--- src/hw/rtl/ibwt_pkg.sv ---
// Shared types and constants for the inverse BWT decoder.
package ibwt_pkg;

  localparam int MAX_BLOCK = 4096;
  localparam int ADDR_W    = $clog2(MAX_BLOCK);
  localparam int CNT_W     = ADDR_W + 1;
  localparam int HDR_BYTES = 4;
  localparam int SYMBOLS   = 256;
  localparam int Q_DEPTH   = 4;
  localparam int Q_PTR_W   = 2;

  localparam logic CMD_LOAD  = 1'b0;
  localparam logic CMD_FETCH = 1'b1;

  localparam logic [2:0] ST_OK        = 3'd0;
  localparam logic [2:0] ST_INDEX     = 3'd1;
  localparam logic [2:0] ST_LONG      = 3'd2;
  localparam logic [2:0] ST_SHORT     = 3'd3;
  localparam logic [2:0] ST_NOT_READY = 3'd4;

  typedef enum logic [1:0] {
    PH_LOADING,
    PH_READY,
    PH_FAILED
  } phase_t;

  typedef enum logic [1:0] {
    OP_STORE,
    OP_WALK,
    OP_LASTBYTE,
    OP_STATUS
  } op_t;

  typedef enum logic [3:0] {
    BK_IDLE,
    BK_ST_A,
    BK_ST_B,
    BK_PRE,
    BK_SC_A,
    BK_SC_B,
    BK_SC_C,
    BK_WK_A,
    BK_WK_B,
    BK_LB_A,
    BK_LB_B,
    BK_STAT
  } back_state_t;

  typedef struct packed {
    logic       cmd;
    logic [7:0] data_byte;
    logic       last_in;
  } req_t;

  typedef struct packed {
    logic [7:0] out_byte;
    logic       out_last;
    logic [2:0] status;
  } rsp_t;

  // one queued operation for the back end
  typedef struct packed {
    op_t              op;
    logic [7:0]       data;
    logic [ADDR_W-1:0] addr;
    logic [ADDR_W-1:0] prow;
    logic [CNT_W-1:0] len;
    logic [2:0]       status;
    logic             clear;
    logic             build;
  } op_entry_t;

endpackage

--- src/hw/rtl/ibwt_queue.sv ---
// Small FIFO of ops between front and back end.
module ibwt_queue (
  input  logic                clk,
  input  logic                rst,
  input  logic                push,
  input  ibwt_pkg::op_entry_t push_op,
  input  logic                pop,
  output ibwt_pkg::op_entry_t head,
  output logic                empty,
  output logic                full
);

  ibwt_pkg::op_entry_t              slots [ibwt_pkg::Q_DEPTH];
  logic [ibwt_pkg::Q_PTR_W-1:0]     wr_ptr, rd_ptr;
  logic [ibwt_pkg::Q_PTR_W:0]       fill;

  assign empty = (fill == '0);
  assign full  = (fill == (ibwt_pkg::Q_PTR_W+1)'(ibwt_pkg::Q_DEPTH));
  assign head  = slots[rd_ptr];

  always_ff @(posedge clk) begin
    if (push) slots[wr_ptr] <= push_op;
  end

  always_ff @(posedge clk) begin
    if (rst) begin
      wr_ptr <= '0;
      rd_ptr <= '0;
      fill   <= '0;
    end else begin
      if (push) wr_ptr <= wr_ptr + 1'b1;
      if (pop)  rd_ptr <= rd_ptr + 1'b1;
      fill <= fill + (ibwt_pkg::Q_PTR_W+1)'(push) - (ibwt_pkg::Q_PTR_W+1)'(pop);
    end
  end

endmodule

--- config.mk ---
export PLATFORM = sky130hd
export DESIGN_NAME = ibwt_queue
export DESIGN_NICKNAME = d
export VERILOG_FILES = /design/src/hw/rtl/ibwt_pkg.sv /design/src/hw/rtl/ibwt_queue.sv
export SDC_FILE = /design/constraint.sdc
export NUM_CORES = 1
export LEC_CHECK = 0
export BUFFER_PORTS_ARGS = -buffer_cell sky130_fd_sc_hd__buf_4
export CAP_MARGIN = 5
export CORE_ASPECT_RATIO = 0.75
export CORE_MARGIN = 4
export CORE_UTILIZATION = 45
export CTS_CLUSTER_DIAMETER = 200
export DETAILED_ROUTE_END_ITERATION = 10
export PLACE_DENSITY = 0.61
export SYNTH_ARGS = -nofsm -noshare
export SYNTH_HDL_FRONTEND = slang
export SYNTH_SLANG_ARGS = --single-unit
--- constraint.sdc ---
create_clock -name clk -period 2.8 [get_ports clk]
set_input_delay 0.7 -clock clk [delete_from_list [all_inputs] [get_ports clk]]
set_output_delay 0.7 -clock clk [all_outputs]
set_load 0.1 [all_outputs]
==> impl_metrics.yaml <==
cts:
  cts_sinks: 217
  h-tree-depth: 1
  clock_latency_ns: 0.49
  cts_tree: "yes"
  clk_pin_slew_ns: 0.06
  clock-root-buffer: "clkbuf_16"
  clock_path_buffers: 3
  ctsHoldBuffers: 0
  cts_buffers: 21
routing:
  vias_per_cell: 5.13
  drt_first_iter_violations: 190
  drc: 0
  ant_nets: 0
  firstDrtPassIters: 4
  vias: 3585
  wl_um: 14100
  avgRoutedWirePerCell_um: 20.2
worst_setup_path:
  cp-end-kind: "output port"
  reg2reg_to: "fill[2]$_SDFF_PP0_"
  crit_fanout: 18
  critPathKind: "reg2out"
  critPathTopFamily: "multiplexers"
  path_cells: "buf_12 > mux4_1 > buf_4"
  crit_arrival_ns: 1.94
  reg2reg_from: "fill[0]$_SDFF_PP0_"
  start_kind: "register"
  worstPathRequired_ns: 2.10
  worst-r2r-setup-slack_ns: 1.04
  timing.critical_path.buf_inv: 2
  reg2regPathDepth: 7
  slowest_delay_ns: 0.58
  slowest_stage: "mux4_1"
sta:
  final.period_utilization_pct: 94.3
  worst_slew_pin_slew_ns: 0.438
  finalWorstSetupSlack_ns: 0.159
  timing.clock.skew_ns: 0.00788
  grt_setup_unrepaired: "no"
  setup_viol: 0
  fin_setup_tns_ns: 0
  maxSlewHeadroom_pct: 70.8
  finalMaxSlewViolations: 0
  finalCriticalPeriod_ns: 2.64
  max_freq_mhz: 379
  hold_violations: 0
synth:
  avgSynthCellArea_um2: 25.5
  netlist_area_mm2: 0.00800
  yosysSeqAreaShare_pct: 80.3
  synth.distinct_cells: 22
  yosysWarnings: 0
  ys_ff_latch: 217
  synth_nets: 377
  syn_inst: 314
layout:
  drive_gt1_share_pct: 46.2
  synthToLayoutAreaGrowth_pct: 23.9
  antenna_cells: 0
  layout.nets: 511
  most-common-layout-cells: "edfxtp_1 (208), buf_4 (118), mux4_2 (50), clkbuf_16 (21), dfxtp_1 (7)"
  layout_commonest_cell: "edfxtp_1"
global_routing:
  grt_max_degree: 49
  grt_pass1_wl_um: 22100
  grt_pass1_vias: 3986
  overflow: 0
  grt_util_all_layers_pct: 14.4
  antenna_found_initial: 0
outcome:
  status: "finished clean"
floorplanning:
  row_count: 41
  die_h_um: 124
  die_width_um: 162
  initial_utilization_pct: 46.7
  io_pins: 110
  die_area_mm2: 0.0200
  core_area_mm2: 0.0171
power:
  p_seq_share_pct: 44.7
  swShare_pct: 28.1
  ir_drop_uv: 367
  clkPwrFrac_pct: 35.7
  p_per_area_mw_per_mm2: 852
  p_leak_uw: 0.00339
  p_int_uw: 6070
  combPwrFrac_pct: 19.6
  p_sw_uw: 2380
place:
  place_congestion: 0.691
  dp_hpwl_um: 8480
  port_buffers: 109
  pre_cts_ws_ns: 0.458
hold_path:
  hold_depth: 1
  hp-class: "in2reg"
  min_to: "slots[0][41]$_DFFE_PP_"
  hold_start: "push_op[41]"
flow_run:
  drv_cap: 0
==> per-stage QoR <==
step / power [uW] / area, um2 / instances / utilization (%) / hold WS, ns
after floorplan: 5140 / 8010 / 314 / - / 0.492
after detailed placement: 5530 / 9150 / 659 / 53.4 / 0.541
after global placement: 5500 / 9150 / 659 / 53.4 / 0.519
after global routing: 8770 / 9910 / 699 / 57.9 / 0.387
final: 8450 / 9910 / 699 / 57.9 / 0.408
after CTS: 8560 / 9910 / 699 / 57.9 / 0.388
==> Yosys cell counts <==
master / count / share of area (%)
ha_1: 6 / 0.94
clkbuf_1: 1 / 0.047
a21bo_2: 1 / 0.13
buf_12: 5 / 1.3
and3_1: 1 / 0.078
nand3b_1: 1 / 0.094
xor3_1: 1 / 0.30
edfxtp_1: 208 / 78
mux2i_1: 1 / 0.13
nor2b_1: 2 / 0.16
mux4_1: 2 / 0.66
dfxtp_1: 9 / 2.3
buf_2: 5 / 0.31
buf_6: 1 / 0.14
fa_1: 1 / 0.25
nor2_1: 5 / 0.23
xnor2_1: 2 / 0.22
nor3_1: 1 / 0.062
a21oi_1: 1 / 0.062
and2_1: 4 / 0.31
mux4_2: 50 / 14
inv_1: 6 / 0.28
==> power by group through the flow <==
stage	Clock [uW]	Combinational (uW)	Sequential (uW)
6_report	3010	1660	3780
5_1_grt	3250	1730	3790
4_1_cts	3100	1680	3780
3_5_place_dp	0	1670	3860
3_3_place_gp	0	1660	3850
2_1_floorplan	0	1310	3840
==> cell type report <==
cell class	instances	area [um2]
fillers	1292	7220
flip-flops and latches	217	6430
multi-input cells	79	1430
repair buffers	123	986
clock buffers	27	568
well taps	236	295
clock inverters	11	185
inverters	6	22.5
==> worst register-to-register path, cell delays in order (launching register included) <==
cell	delay (ns)
dfxtp_1	0.34
inv_1	0.06
ha_1	0.27
inv_1	0.04
ha_1	0.18
fa_1	0.36
xor3_1	0.37
nor2_1	0.04
==> kinds of logic after synthesis <==
| family | Yosys count | synth area share (%) |
|---|---|---|
| simple gates | 14 | 0.938 |
| fa+ha+maj | 7 | 1.19 |
| compound gates | 2 | 0.188 |
| buf+inv | 18 | 2.03 |
| flops | 217 | 80.3 |
| xor+xnor | 3 | 0.516 |
| mux | 53 | 14.9 |
==> per-layer routing <==
layer,up-vias,GRT usage (%),wire [um]
met5,-,0,0
met4,0,3.38,280
met3,24,4.90,1110
met2,104,23.4,6780
met1,1863,19.3,5930
li1,1594,-,-
==> registers in the layout, indices dropped and copies added, names as in the netlist, named ones only <==
signal	count
fill	3
slots	208
wr_ptr	2
rd_ptr	2
==> worst max-delay path by stage <==
stage | endpoint | slack (ns) | cells past startpoint
after floorplan | slots[0][0]$_DFFE_PP_ | 0.45 | 1
after global placement | head[48] | 0.47 | 3
after detailed placement | head[48] | 0.46 | 3
after CTS | head[48] | 0.12 | 3
after global routing | head[48] | 0.08 | 3
final | head[48] | 0.16 | 3
==> repair_timing <==
item,in CTS,in global routing
setup buffers,2,0
resized for setup,0,0
endpoints found under the setup margin,21,0
Power figures use the tool's default switching activity.
