$ cat src/hw/rtl/ibwt_pkg.sv
// Shared types and constants for the inverse BWT decoder.
package ibwt_pkg;

  localparam int MAX_BLOCK = 4096;
  localparam int ADDR_W    = $clog2(MAX_BLOCK);
  localparam int CNT_W     = ADDR_W + 1;
  localparam int HDR_BYTES = 4;
  localparam int SYMBOLS   = 256;
  localparam int Q_DEPTH   = 4;
  localparam int Q_PTR_W   = 2;

  localparam logic CMD_LOAD  = 1'b0;
  localparam logic CMD_FETCH = 1'b1;

  localparam logic [2:0] ST_OK        = 3'd0;
  localparam logic [2:0] ST_INDEX     = 3'd1;
  localparam logic [2:0] ST_LONG      = 3'd2;
  localparam logic [2:0] ST_SHORT     = 3'd3;
  localparam logic [2:0] ST_NOT_READY = 3'd4;

  typedef enum logic [1:0] {
    PH_LOADING,
    PH_READY,
    PH_FAILED
  } phase_t;

  typedef enum logic [1:0] {
    OP_STORE,
    OP_WALK,
    OP_LASTBYTE,
    OP_STATUS
  } op_t;

  typedef enum logic [3:0] {
    BK_IDLE,
    BK_ST_A,
    BK_ST_B,
    BK_PRE,
    BK_SC_A,
    BK_SC_B,
    BK_SC_C,
    BK_WK_A,
    BK_WK_B,
    BK_LB_A,
    BK_LB_B,
    BK_STAT
  } back_state_t;

  typedef struct packed {
    logic       cmd;
    logic [7:0] data_byte;
    logic       last_in;
  } req_t;

  typedef struct packed {
    logic [7:0] out_byte;
    logic       out_last;
    logic [2:0] status;
  } rsp_t;

  // one queued operation for the back end
  typedef struct packed {
    op_t              op;
    logic [7:0]       data;
    logic [ADDR_W-1:0] addr;
    logic [ADDR_W-1:0] prow;
    logic [CNT_W-1:0] len;
    logic [2:0]       status;
    logic             clear;
    logic             build;
  } op_entry_t;

endpackage

$ cat src/hw/rtl/ibwt_front.sv
// Front end: tracks header, length, phase and errors; queues an op per fetch and stored body byte.
module ibwt_front (
  input  logic                clk,
  input  logic                rst,
  input  logic                accept,
  input  ibwt_pkg::req_t      req,
  output logic                push,
  output ibwt_pkg::op_entry_t push_op
);

  ibwt_pkg::phase_t              phase, phase_next;
  logic [2:0]                    hdr, hdr_next;
  logic [ibwt_pkg::CNT_W-1:0]    bcnt, bcnt_next;
  logic [31:0]                   prow, prow_next;
  logic [ibwt_pkg::CNT_W-1:0]    emitted, emitted_next;
  logic [2:0]                    err, err_next;

  always_comb begin
    phase_next   = phase;
    hdr_next     = hdr;
    bcnt_next    = bcnt;
    prow_next    = prow;
    emitted_next = emitted;
    err_next     = err;
    push         = 1'b0;
    push_op      = '0;
    push_op.op   = ibwt_pkg::OP_STATUS;
    if (accept) begin
      if (req.cmd == ibwt_pkg::CMD_LOAD) begin
        if (phase != ibwt_pkg::PH_LOADING) begin
          phase_next   = ibwt_pkg::PH_LOADING;
          hdr_next     = '0;
          bcnt_next    = '0;
          prow_next    = '0;
          emitted_next = '0;
          err_next     = ibwt_pkg::ST_OK;
        end
        if (hdr_next < 3'(ibwt_pkg::HDR_BYTES)) begin
          prow_next = {prow_next[23:0], req.data_byte};
          hdr_next  = hdr_next + 3'd1;
        end else if (bcnt_next < ibwt_pkg::CNT_W'(ibwt_pkg::MAX_BLOCK)) begin
          push         = 1'b1;
          push_op.op   = ibwt_pkg::OP_STORE;
          push_op.data = req.data_byte;
          push_op.addr = bcnt_next[ibwt_pkg::ADDR_W-1:0];
          push_op.clear = (bcnt_next == '0);
          bcnt_next    = bcnt_next + 1'b1;
        end else begin
          err_next = ibwt_pkg::ST_LONG;
        end
        if (req.last_in) begin
          if (err_next == ibwt_pkg::ST_OK) begin
            if (hdr_next < 3'(ibwt_pkg::HDR_BYTES) || bcnt_next == '0)
              err_next = ibwt_pkg::ST_SHORT;
            else if (prow_next >= 32'(bcnt_next))
              err_next = ibwt_pkg::ST_INDEX;
          end
          if (err_next != ibwt_pkg::ST_OK) begin
            phase_next = ibwt_pkg::PH_FAILED;
          end else begin
            // a good block always ends on a stored body byte
            push_op.build = 1'b1;
            push_op.len   = bcnt_next;
            push_op.prow  = prow_next[ibwt_pkg::ADDR_W-1:0];
            emitted_next  = '0;
            phase_next    = ibwt_pkg::PH_READY;
          end
        end
      end else begin
        push = 1'b1;
        if (phase == ibwt_pkg::PH_FAILED) begin
          push_op.status = err;
        end else if (phase != ibwt_pkg::PH_READY) begin
          push_op.status = ibwt_pkg::ST_NOT_READY;
        end else if (emitted + 1'b1 < bcnt) begin
          push_op.op   = ibwt_pkg::OP_WALK;
          emitted_next = emitted + 1'b1;
        end else begin
          push_op.op   = ibwt_pkg::OP_LASTBYTE;
          push_op.prow = prow[ibwt_pkg::ADDR_W-1:0];
          phase_next   = ibwt_pkg::PH_LOADING;
          hdr_next     = '0;
          bcnt_next    = '0;
          prow_next    = '0;
          emitted_next = '0;
          err_next     = ibwt_pkg::ST_OK;
        end
      end
    end
  end

  always_ff @(posedge clk) begin
    if (rst) begin
      phase   <= ibwt_pkg::PH_LOADING;
      hdr     <= '0;
      bcnt    <= '0;
      prow    <= '0;
      emitted <= '0;
      err     <= ibwt_pkg::ST_OK;
    end else begin
      phase   <= phase_next;
      hdr     <= hdr_next;
      bcnt    <= bcnt_next;
      prow    <= prow_next;
      emitted <= emitted_next;
      err     <= err_next;
    end
  end

endmodule

$ cat config.mk
export PLATFORM = sky130hd
export DESIGN_NAME = ibwt_front
export DESIGN_NICKNAME = d
export VERILOG_FILES = /design/src/hw/rtl/ibwt_pkg.sv /design/src/hw/rtl/ibwt_front.sv
export SDC_FILE = /design/constraint.sdc
export NUM_CORES = 1
export LEC_CHECK = 0
export BUFFER_PORTS_ARGS = -buffer_cell sky130_fd_sc_hd__buf_2
export CORE_MARGIN = 2
export CORE_UTILIZATION = 45
export CTS_CLUSTER_DIAMETER = 30
export DETAILED_ROUTE_END_ITERATION = 12
export PLACE_DENSITY_LB_ADDON = 0.3
export SYNTH_ARGS = -nofsm -noshare
export SYNTH_HDL_FRONTEND = slang
export SYNTH_SLANG_ARGS = --single-unit
$ cat constraint.sdc
create_clock -name clk -period 5.45 [get_ports clk]
set_input_delay 0.8175 -clock clk [delete_from_list [all_inputs] [get_ports clk]]
set_output_delay 0.8175 -clock clk [all_outputs]
set_load 0.05 [all_outputs]
==> impl_metrics.env <==
export IMPL_grt_max_degree=52
export IMPL_area_growth_syn_to_layout_pct=16.2
export IMPL_whs_path_depth=1
export IMPL_worstPathArrival_ps=4480
export IMPL_final_antenna_net_count=0
export IMPL_tritoncts="yes"
export IMPL_num_rows=37
export IMPL_swShare_pct=27.1
export IMPL_p_int_uw=745
export IMPL_ys_seq_area_share_pct=28.3
export IMPL_nets=717
export IMPL_critPathTopFamily="simple AND/OR/NAND/NOR gates"
export IMPL_hold_viol=0
export IMPL_synth_distinct_cells=61
export IMPL_antenna_found_initial=0
export IMPL_core_area_um2=10200
export IMPL_max_stage_delay_ps=510
export IMPL_ys_ff_latch=66
export IMPL_globalplace_congestion=0.995
export IMPL_clkLatencyLatePin_ps=370
export IMPL_pwr_share_comb_pct=11.2
export IMPL_max_freq_mhz=189
export IMPL_drive_gt1_share_pct=18.6
export IMPL_cp_max_fo=15
export IMPL_cp_depth=15
export IMPL_synth_top_area_share_pct=28.3
export IMPL_avgSynthCellArea_um2=7.54
export IMPL_start_kind="register"
export IMPL_grt_pass1_wl_mm=23.0
export IMPL_synth_nets=660
export IMPL_cp_slowest_cell="or4_4"
export IMPL_cts_sinks=66
export IMPL_drv_cap=0
export IMPL_r2r_start="emitted[0]"
export IMPL_die_w_um=106
export IMPL_rr_worst_depth=17
export IMPL_post_route_min_period_ps=5300
export IMPL_p_switching_uw=276
export IMPL_cts_buffer_depth=2
export IMPL_postCtsHoldBufs=0
export IMPL_track_usage_pct=25.8
export IMPL_final_cell_mix="nor2_1, nand2_1, dfxtp_1, buf_2, a21oi_1"
export IMPL_start_util_pct=45.8
export IMPL_slew_headroom_pct=31.2
export IMPL_synthCells=618
export IMPL_synthArstFlopShare_pct=0
export IMPL_htreeDepth=3
export IMPL_leakage_uw=0.00222
export IMPL_whs_ps=473
export IMPL_ys_warn_count=0
export IMPL_synth_area_um2=4660
export IMPL_place_ws_ps=254
export IMPL_synthTopCellsByArea="dfxtp_1, ha_1, nor2_1"
export IMPL_port_buffers=65
export IMPL_path_buf_inv=2
export IMPL_dr_pass1_iters=5
export IMPL_grt_pass1_vias=4464
export IMPL_avgRoutedWirePerCell_um=17.7
export IMPL_p_clk_share_pct=40.4
export IMPL_drt_wl_total_mm=14.4
export IMPL_dp_hpwl_mm=10.2
export IMPL_worst_pin_slew_ps=1030
export IMPL_worstHoldStart="prow[24]"
export IMPL_cts_made_buffers=9
export IMPL_crit_chain="nand4bb_2 -> or4_4 -> nor3_2 -> xnor2_1 -> nand2_1 -> ha_1 -> and3_1 -> a22o_1 -> a2111oi_2 -> a211oi_2 -> nor4_2 -> nand3_2 -> buf_4 -> nor2_1 -> clkbuf_4"
export IMPL_hold_class="reg -> reg"
export IMPL_ioPinCount=66
export IMPL_path_class="reg -> out"
export IMPL_n_antenna_cell=0
export IMPL_setup_violations=0
export IMPL_synthFlopType="dfxtp_1"
export IMPL_overflow=0
export IMPL_cts_clk_slew_worst_paths_ps=80
export IMPL_fin_ws_ps=149
export IMPL_crit_path_end_kind="output port"
export IMPL_status="finished, final reports clean"
export IMPL_vdd_ir_drop_max_v=0.000131
export IMPL_vias_per_cell=5.92
export IMPL_vias=4824
export IMPL_die_h_um=106
export IMPL_p_per_area_nw_per_um2=189
export IMPL_synth_edf_count=0
export IMPL_skew_ps=10.3
export IMPL_min_period_over_period_pct=97.3
export IMPL_die_area_um2=11200
export IMPL_crit_start="phase[0]"
export IMPL_layout_commonest_cell="nor2_1"
export IMPL_route_detailed_drc=0
export IMPL_finalMaxSlewViolations=0
export IMPL_yosys_area_top_type="dfxtp_1"
export IMPL_cts_root_buf="clkbuf_8"
export IMPL_seq_power_share_pct=48.5
export IMPL_cp_required_ps=4630
export IMPL_utilization_pct=53.2
export IMPL_dr_first_iter_drc_count=334
==> area by class of cell <==
type	instances	area (µm²)
tap	136	170
fill	1012	4770
multi-input combinational	490	3160
clock inverter	3	40.0
sequential	66	1320
timing repair buffer	85	495
inverter	23	86.3
clock buffer	12	145
==> state kept, by name, summed over array words and instances, names as in the netlist <==
name and cells:
prow 32, emitted 13, phase 2, err 3, hdr 3, bcnt 13
==> cell families after synthesis <==
| family | count (synthesis) | synth area share, % |
|---|---|---|
| simple gates | 275 | 28.7 |
| mux | 14 | 3.03 |
| buf+inv | 62 | 5.26 |
| compound gates | 152 | 23.1 |
| flops | 66 | 28.3 |
| xor+xnor | 20 | 3.76 |
| fa+ha+maj | 29 | 7.79 |
==> path summary, 6_finish.rpt <==
kind	endpoint	slack [ps]
worst max-delay path	push_op[14]	150
worst max register to register	hdr[2]	1020
worst min register to register	prow[24]	470
worst min-delay path	prow[24]	470
==> cells in the mapped netlist (4+ instances only) <==
cell and n:
a21o_1 5, mux2i_1 13, a21boi_0 5, nor2b_1 4
clkbuf_1 28, buf_2 4, a22o_1 14, nand3_1 13
o21ai_0 24, dfxtp_1 66, a21oi_1 35, or4_1 4
o31ai_1 5, and2_1 19, o211ai_1 6, nand2b_1 4
inv_1 23, xnor2_1 13, or2_2 5, buf_1 6
ha_1 29, nor4_1 16, xor2_1 7, nor2_1 89
a211oi_1 11, and3_1 11, nand4_1 4, a22oi_1 17
nor3_1 16, nand2_1 71
==> through the flow <==
step                instances  cell area [µm²]  TNS [ps]  power, µW
floorplan                 618             4660      -616        580
global placement          798             5140         0        611
finish                    815             5410         0       1020
global route              815             5410     -39.2       1060
CTS                       813             5340         0       1020
detailed placement        798             5140         0        614
==> timing repair <==
item / 4_1_cts / 5_1_grt
resized for setup: 4 / 18
pin swaps: 0 / 1
endpoints found under the setup margin: 25 / 28
setup buffers: 0 / 2
gates cloned: 0 / 0
==> per-layer routing <==
layer,vias up,global-route usage [%],wire length [µm]
li1,2337,-,-
met4,0,10.2,380
met5,-,0,0
met3,36,5.88,975
met2,181,41.5,6960
met1,2270,33.4,6120
==> power groups by stage <==
stage          logic, µW  registers (µW)  clock network, µW
4_1_cts              108             495                416
3_3_place_gp         105             506                  0
2_1_floorplan       76.9             504                  0
3_5_place_dp         108             506                  0
6_report             114             495                412
5_1_grt              125             496                434
Note: power is estimated with default switching activity, not from simulation.
